[src/hw/rtl/fmqd_pkg.sv]
// shared types, constants and arctangent table of the fm quadrature discriminator
package fmqd_pkg;

  // defaults for the top level parameters
  localparam int SAMPLE_WIDTH_DEF  = 16;
  localparam int ANGLE_WIDTH_DEF   = 16;
  localparam int CORDIC_STAGES_DEF = 16;

  // samples are scaled so that they sit at 32 fractional-turn bits;
  // three guard bits cover the negation of the most negative value and cordic gain
  localparam int Z_W        = 32;
  localparam int XY_W       = Z_W + 3;
  localparam int TABLE_LEN  = 24;

  localparam logic [Z_W-1:0] Z_HALF_TURN = 32'h8000_0000;

  // atan(2^-k) in units of 2^-32 turn, rounded
  localparam logic [Z_W-1:0] ATAN_TURNS [TABLE_LEN] = '{
    32'h20000000, 32'h12E4051E, 32'h09FB385B, 32'h051111D4,
    32'h028B0D43, 32'h0145D7E1, 32'h00A2F61E, 32'h00517C55,
    32'h0028BE53, 32'h00145F2F, 32'h000A2F98, 32'h000517CC,
    32'h00028BE6, 32'h000145F3, 32'h0000A2FA, 32'h0000517D,
    32'h000028BE, 32'h0000145F, 32'h00000A30, 32'h00000518,
    32'h0000028C, 32'h00000146, 32'h000000A3, 32'h00000051
  };

  // data handed from one cell to the next
  typedef struct packed {
    logic signed [XY_W-1:0] x;
    logic signed [XY_W-1:0] y;
    logic [Z_W-1:0]         z;
    logic                   zero;
    logic                   start;
  } cordic_data_t;

endpackage

[src/hw/rtl/fm_quadrature_discriminator_unit.sv]
// top level of the fm quadrature discriminator: cordic cell chain and phase differencer
//
// Takes one complex sample (in_i_sample, in_q_sample) per request and returns one
// out_freq_step per request: the phase atan2(q, i) as a binary angle, minus the
// phase of the previous sample, wrapped into [-pi, pi) where 2^(ANGLE_WIDTH-1)
// stands for pi. A request with in_block_start set is measured against a previous
// phase of zero; a zero sample has phase zero, and a difference of exactly +pi
// reads as -pi. Throughput is one request per clock while out_stall is low.
// CORDIC_STAGES + 2 registers sit between the ports: one entry cell, one cell per
// cordic micro-rotation, one differencing cell, passed through in that order. Each
// cell holds one request, so the chain keeps accepting while a finished result
// waits, until every cell is full.
module fm_quadrature_discriminator_unit #(
  parameter int SAMPLE_WIDTH  = fmqd_pkg::SAMPLE_WIDTH_DEF,
  parameter int ANGLE_WIDTH   = fmqd_pkg::ANGLE_WIDTH_DEF,
  parameter int CORDIC_STAGES = fmqd_pkg::CORDIC_STAGES_DEF
) (
  input  logic                          clk,
  input  logic                          rst_n,
  // sample channel
  input  logic                          in_valid,
  output logic                          in_stall,
  input  logic signed [SAMPLE_WIDTH-1:0] in_i_sample,
  input  logic signed [SAMPLE_WIDTH-1:0] in_q_sample,
  input  logic                          in_block_start,
  // result channel
  output logic                          out_valid,
  input  logic                          out_stall,
  output logic signed [ANGLE_WIDTH-1:0] out_freq_step
);

  // links between cells; link CORDIC_STAGES feeds the differencer
  logic                   link_valid [CORDIC_STAGES+1];
  logic                   link_stall [CORDIC_STAGES+1];
  fmqd_pkg::cordic_data_t link_data  [CORDIC_STAGES+1];

  // scaling and half-plane fold
  fmqd_prerot #(
    .SAMPLE_WIDTH(SAMPLE_WIDTH)
  ) u_prerot (
    .clk      (clk),
    .rst_n    (rst_n),
    .up_valid (in_valid),
    .up_stall (in_stall),
    .up_i     (in_i_sample),
    .up_q     (in_q_sample),
    .up_start (in_block_start),
    .dn_valid (link_valid[0]),
    .dn_stall (link_stall[0]),
    .dn_data  (link_data[0])
  );

  // chain of micro-rotation cells, shift and table angle fixed per cell
  for (genvar g = 0; g < CORDIC_STAGES; g++) begin : g_cell
    fmqd_cell #(
      .K(g)
    ) u_cell (
      .clk      (clk),
      .rst_n    (rst_n),
      .up_valid (link_valid[g]),
      .up_stall (link_stall[g]),
      .up_data  (link_data[g]),
      .dn_valid (link_valid[g+1]),
      .dn_stall (link_stall[g+1]),
      .dn_data  (link_data[g+1])
    );
  end

  // rounding, difference against the stored phase, output register
  fmqd_diff #(
    .ANGLE_WIDTH(ANGLE_WIDTH)
  ) u_diff (
    .clk          (clk),
    .rst_n        (rst_n),
    .up_valid     (link_valid[CORDIC_STAGES]),
    .up_stall     (link_stall[CORDIC_STAGES]),
    .up_data      (link_data[CORDIC_STAGES]),
    .dn_valid     (out_valid),
    .dn_stall     (out_stall),
    .dn_freq_step (out_freq_step)
  );

  // back-pressure reaches the input only when the whole chain is held by the output
  a_stall_from_output: assert property (@(posedge clk) disable iff (!rst_n)
    in_stall |-> (out_valid && out_stall))
    else $error("input stalled without a held result");

  // a result appears only after the last cordic cell handed one over
  a_result_from_chain: assert property (@(posedge clk) disable iff (!rst_n)
    $rose(out_valid) |-> $past(link_valid[CORDIC_STAGES]))
    else $error("result appeared from an empty chain");

  // a zero sample opening a block gives a zero step
  a_zero_start: assert property (@(posedge clk) disable iff (!rst_n)
    (link_valid[CORDIC_STAGES] && !link_stall[CORDIC_STAGES] &&
     link_data[CORDIC_STAGES].zero && link_data[CORDIC_STAGES].start)
    |=> (out_freq_step == '0))
    else $error("zero sample at block start gave a non-zero step");

endmodule

[src/hw/rtl/fmqd_prerot.sv]
// entry cell: scales the sample and folds the left half-plane onto the right
module fmqd_prerot #(
  parameter int SAMPLE_WIDTH = fmqd_pkg::SAMPLE_WIDTH_DEF
) (
  input  logic                           clk,
  input  logic                           rst_n,
  input  logic                           up_valid,
  output logic                           up_stall,
  input  logic signed [SAMPLE_WIDTH-1:0] up_i,
  input  logic signed [SAMPLE_WIDTH-1:0] up_q,
  input  logic                           up_start,
  output logic                           dn_valid,
  input  logic                           dn_stall,
  output fmqd_pkg::cordic_data_t         dn_data
);

  localparam int PAD_LO = fmqd_pkg::Z_W - SAMPLE_WIDTH;
  localparam int PAD_HI = fmqd_pkg::XY_W - fmqd_pkg::Z_W;

  logic                   valid_r;
  fmqd_pkg::cordic_data_t data_r;
  fmqd_pkg::cordic_data_t data_nxt;
  logic                   load;
  logic signed [fmqd_pkg::XY_W-1:0] xi;
  logic signed [fmqd_pkg::XY_W-1:0] yi;

  assign load     = !valid_r || !dn_stall;
  assign up_stall = !load;

  always_comb begin
    xi = {{PAD_HI{up_i[SAMPLE_WIDTH-1]}}, up_i, {PAD_LO{1'b0}}};
    yi = {{PAD_HI{up_q[SAMPLE_WIDTH-1]}}, up_q, {PAD_LO{1'b0}}};
    data_nxt.zero  = (up_i == '0) && (up_q == '0);
    data_nxt.start = up_start;
    if (xi[fmqd_pkg::XY_W-1]) begin
      data_nxt.x = -xi;
      data_nxt.y = -yi;
      data_nxt.z = fmqd_pkg::Z_HALF_TURN;
    end else begin
      data_nxt.x = xi;
      data_nxt.y = yi;
      data_nxt.z = '0;
    end
  end

  always_ff @(posedge clk) begin
    if (!rst_n) begin
      valid_r <= 1'b0;
    end else if (load) begin
      valid_r <= up_valid;
    end
  end

  always_ff @(posedge clk) begin
    if (load && up_valid) begin
      data_r <= data_nxt;
    end
  end

  assign dn_valid = valid_r;
  assign dn_data  = data_r;

endmodule

[src/hw/rtl/fmqd_cell.sv]
// one cordic vectoring micro-rotation cell with its own pipeline register
module fmqd_cell #(
  parameter int K = 0
) (
  input  logic                   clk,
  input  logic                   rst_n,
  input  logic                   up_valid,
  output logic                   up_stall,
  input  fmqd_pkg::cordic_data_t up_data,
  output logic                   dn_valid,
  input  logic                   dn_stall,
  output fmqd_pkg::cordic_data_t dn_data
);

  localparam logic [fmqd_pkg::Z_W-1:0] ANGLE = fmqd_pkg::ATAN_TURNS[K];

  logic                   valid_r;
  fmqd_pkg::cordic_data_t data_r;
  fmqd_pkg::cordic_data_t data_nxt;
  logic                   load;
  logic signed [fmqd_pkg::XY_W-1:0] dx;
  logic signed [fmqd_pkg::XY_W-1:0] dy;

  assign load     = !valid_r || !dn_stall;
  assign up_stall = !load;

  always_comb begin
    dx = up_data.y >>> K;
    dy = up_data.x >>> K;
    data_nxt.zero  = up_data.zero;
    data_nxt.start = up_data.start;
    // rotate towards the positive real axis
    if (!up_data.y[fmqd_pkg::XY_W-1]) begin
      data_nxt.x = up_data.x + dx;
      data_nxt.y = up_data.y - dy;
      data_nxt.z = up_data.z + ANGLE;
    end else begin
      data_nxt.x = up_data.x - dx;
      data_nxt.y = up_data.y + dy;
      data_nxt.z = up_data.z - ANGLE;
    end
  end

  always_ff @(posedge clk) begin
    if (!rst_n) begin
      valid_r <= 1'b0;
    end else if (load) begin
      valid_r <= up_valid;
    end
  end

  always_ff @(posedge clk) begin
    if (load && up_valid) begin
      data_r <= data_nxt;
    end
  end

  assign dn_valid = valid_r;
  assign dn_data  = data_r;

endmodule

[src/hw/rtl/fmqd_diff.sv]
// exit cell: rounds the angle, differences it against the stored phase
module fmqd_diff #(
  parameter int ANGLE_WIDTH = fmqd_pkg::ANGLE_WIDTH_DEF
) (
  input  logic                          clk,
  input  logic                          rst_n,
  input  logic                          up_valid,
  output logic                          up_stall,
  input  fmqd_pkg::cordic_data_t        up_data,
  output logic                          dn_valid,
  input  logic                          dn_stall,
  output logic signed [ANGLE_WIDTH-1:0] dn_freq_step
);

  localparam logic [fmqd_pkg::Z_W-1:0] ROUND_HALF =
    fmqd_pkg::Z_W'(1) << (fmqd_pkg::Z_W - 1 - ANGLE_WIDTH);

  logic                          valid_r;
  logic signed [ANGLE_WIDTH-1:0] freq_r;
  logic [ANGLE_WIDTH-1:0]        freq_nxt;
  logic [ANGLE_WIDTH-1:0]        last_phase_r;
  logic [ANGLE_WIDTH-1:0]        phase;
  logic [ANGLE_WIDTH-1:0]        prev;
  logic [fmqd_pkg::Z_W-1:0]      z_round;
  logic                          load;

  assign load     = !valid_r || !dn_stall;
  assign up_stall = !load;

  always_comb begin
    z_round  = up_data.z + ROUND_HALF;
    phase    = up_data.zero ? '0 : z_round[fmqd_pkg::Z_W-1 -: ANGLE_WIDTH];
    prev     = up_data.start ? '0 : last_phase_r;
    // modular difference, wraps into [-pi, pi)
    freq_nxt = phase - prev;
  end

  always_ff @(posedge clk) begin
    if (!rst_n) begin
      valid_r      <= 1'b0;
      last_phase_r <= '0;
    end else if (load) begin
      valid_r <= up_valid;
      if (up_valid) begin
        last_phase_r <= phase;
      end
    end
  end

  always_ff @(posedge clk) begin
    if (load && up_valid) begin
      freq_r <= signed'(freq_nxt);
    end
  end

  assign dn_valid     = valid_r;
  assign dn_freq_step = freq_r;

endmodule
[config.mk]
export PLATFORM = sky130hd
export DESIGN_NAME = fm_quadrature_discriminator_unit
export DESIGN_NICKNAME = d
export VERILOG_FILES = /design/src/hw/rtl/fmqd_pkg.sv /design/src/hw/rtl/fm_quadrature_discriminator_unit.sv /design/src/hw/rtl/fmqd_prerot.sv /design/src/hw/rtl/fmqd_cell.sv /design/src/hw/rtl/fmqd_diff.sv
export SDC_FILE = /design/constraint.sdc
export NUM_CORES = 2
export LEC_CHECK = 0
export BUFFER_PORTS_ARGS = -buffer_cell sky130_fd_sc_hd__buf_2
export CAP_MARGIN = 20
export CORE_MARGIN = 5
export CORE_UTILIZATION = 50
export CTS_CLUSTER_SIZE = 30
export DETAILED_ROUTE_END_ITERATION = 16
export GPL_ROUTABILITY_DRIVEN = 1
export HOLD_SLACK_MARGIN = 0.1
export PLACE_DENSITY = 0.71
export RECOVER_POWER = 25
export SLEW_MARGIN = 15
export SYNTH_ARGS = -nofsm -noshare
export SYNTH_HDL_FRONTEND = slang
export SYNTH_SLANG_ARGS = --single-unit
[constraint.sdc]
create_clock -name clk -period 11.3 [get_ports clk]
set_clock_uncertainty 0.15 [all_clocks]
set_input_delay 2.26 -clock clk [delete_from_list [all_inputs] [get_ports clk]]
set_output_delay 2.26 -clock clk [all_outputs]
set_load 0.03 [all_outputs]
==> out/results.ini <==
[logic_synthesis]
synthTopCellsByCount=1,353 x edfxtp_1, 1,304 x ha_1, 1,226 x nor2_1
synth_compound_area_share_pct=18.9
synth_area_um2=115000
yosysSeqAreaShare_pct=36.1
synth-simple-area-share_pct=14.4
synthTopCellsByArea=edfxtp_1 35%, ha_1 14%, xnor2_1 8.5%
synth_ff_type=edfxtp_1
synth_xor_area_share_pct=12.8
synth_top_area_share_pct=35.5
synth-edff-count=1353
synth.distinct_cells=110
synthMuxAreaShare_pct=0.637
syn_inst=12012
synth.most_common_cell=edfxtp_1
syn_avg_cell_area_um2=9.54
synth_warnings=0
ys_async_sr_fraction_pct=0
netlist.top_cell.by_area=edfxtp_1
synth-seq-cells=1387
synth_fa_ha_area_share_pct=14.8
synth_top_family_by_area=compound AO/OA/AOI/OAI gates

[run_status]
status=finished, violations left
violations=capacitance limit, slew limit

[timing]
timing.fmax_mhz=122
drv_slew=1180
tightest_slew_ps=3660
fin_setup_tns_ps=0
fin_crit_ps=8170
period_share_pct=72.3
worst_slack_ps=3130
relSlewSlack_pct=-146
finalHoldViolCount=0
rsz0062_at_grt=false
setup_viol=0

[routing]
dr.pass1.iters=8
ant_nets=0
drtIter0Drc=6949
post-route-drc-count=0
routed_wl_um=284000
vias=90430
wl_per_cell_um=18.6
vias_per_cell=5.92

[clocking]
clk_pin_slew_ps=50
clk_latency_ps=820
cts-htree-levels=4
cts_made_buffers=162
cts_root_buf=clkbuf_16
post_cts_buffers=0
clkSinkCount=1387
cts_tree=yes
hold_buffers=0
cts_resized=0
clockBufferDepth=3

[power_and_ir_drop]
p_int_uw=9380
ir_drop_mv=0.133
pwr_density_cell_nw_per_um2=99.5
power_frac_comb_pct=9.3
clkPwrFrac_pct=43.6
seq_power_share_pct=47.0
cellLeakagePower_uw=0.0497
swShare_pct=23.9
p_sw_uw=2940

[layout]
seqCellArea_um2=41300
final_area_um2=124000
drive_above_1_share_pct=4.10
fillers=19814
syn_to_final_growth_pct=8.10
multi_input_area_um2=70600
final_nets=13503

[worst_setup_path]
end_kind=output port
critPathRequiredTime_ps=8890
cp.arrival_ps=5760
path_max_fanout=6
rr_endpoint=g_cell[8].u_cell.dn_data[68]
r2r_slack_ps=3170
critPathLaunchType=input pin
crit_type=in2out
r2r_start=g_cell[7].u_cell.dn_data[68]
reg2reg_depth=17

[place]
portBuffers=54
place_congestion=0.945
placed_area_um2=119000
dp_hpwl_um=226000
pre_cts_slack_ps=3220

[grt]
track_usage_pct=23.2
grt_max_degree=83
grt.overflow.total=0
grt_pass1_wl_um=456000
grt_antenna_before_repair=1
first_global_vias=87292

[die]
fp.dieArea_um2=239000
row_count=175
die_x_um=489
io_pins=55
start_util_pct=50.3
die_y_um=489
coreArea_um2=228000

[worst_hold_path]
hold_path_class=reg2reg
holdPathStages=0
min_to=g_cell[10].u_cell.dn_data[3]
min_from=g_cell[9].u_cell.dn_data[3]

[run]
drv_cap=30

-- stage by stage --
step	instances	util, %	total power (uW)	hold slack, ps
after floorplan	12014	-	6780	250
after global placement	14970	52.1	7020	252
after detailed placement	14970	52.1	7040	257
after CTS	15273	54.5	12500	270
after global routing	15278	54.4	12800	278
final	15279	54.4	12300	268
-- registers in the layout, indices dropped and copies added, names as in the netlist --
register	count
g_cell.u_cell.dn_data	1296
u_prerot.dn_data	41
g_cell.u_cell.dn_valid	16
u_diff.dn_freq_step	16
u_diff.last_phase_r	16
u_diff.dn_valid	1
u_prerot.dn_valid	1
-- final cells by class --
type                    instances  area share, %
clock buffers                 189           3.42
inverters                     542           1.64
repair buffers                117          0.503
diodes                          2        0.00404
multi-input cells            9919           57.0
well taps                    3009           3.04
clock inverters               114           1.01
flip-flops and latches       1387           33.4
-- placed cells by master, fill, tap and decap left out, types with 33 or more instances in the layout --
master	instances
xnor2_1	1114
a211o_1	37
clkbuf_1	60
ha_1	1304
fa_1	33
o21ai_0	523
and2_1	66
o41ai_1	44
nor4_1	93
a211oi_1	96
a31oi_1	139
or3_1	77
dfxtp_1	34
nand2b_1	171
nor2b_1	209
o211ai_1	42
o21a_1	200
clkbuf_16	163
xor2_1	560
nand3_1	188
or2_2	48
clkinv_2	36
o21bai_1	162
inv_1	538
nor3_1	371
and3_1	113
a21oi_1	1186
nand2_1	661
o31ai_1	52
nor2_1	1226
a21o_1	493
a21boi_0	81
nand4_1	65
buf_2	49
edfxtp_1	1353
-- critical path, stage by stage --
cell and delay (ps):
clkbuf_1 130, nand2_1 90, nor2_1 300, and2_0 350, inv_1 100, nor3_1 630, buf_4 330, nand3_1 110
nor2_1 450, and2_1 430, and3_1 330, buf_2 240
-- power by group through the flow --
stage,combinational (uW),clock [uW],sequential (uW)
2_1_floorplan,899,0,5880
3_3_place_gp,1120,0,5900
3_5_place_dp,1140,0,5900
4_1_cts,1150,5520,5790
5_1_grt,1280,5740,5800
6_report,1150,5370,5790
-- cell families (layout without fill, tap and decap cells) --
group                      Yosys count  in the layout
and+or+nand+nor                   3450           3450
AOI/OAI and AO/OA                 3387           3387
xor gates and xnor gates          1674           1674
DFF                               1387           1387
adders and majority gates         1337           1337
buffers and inverters              708            962
muxes                               68             68
other                                1              5
-- worst max-delay path by stage --
stage	startpoint	end	slack [ps]
floorplan	out_stall	g_cell[6].u_cell.dn_data[0]	260
global placement	out_stall	in_stall	3180
detailed placement	out_stall	in_stall	3220
CTS	out_stall	in_stall	3190
global route	g_cell[7].u_cell.dn_data[68]	g_cell[8].u_cell.dn_data[68]	2790
finish	out_stall	in_stall	3130
-- layer usage --
metal	wire [um]	vias up	global-route usage, %
met5	0	-	0
met3	15700	504	3.02
met1	126000	42994	30.8
li1	-	44506	-
met2	134000	2426	39.5
met4	8570	0	7.06
Power figures use the tool's default switching activity.
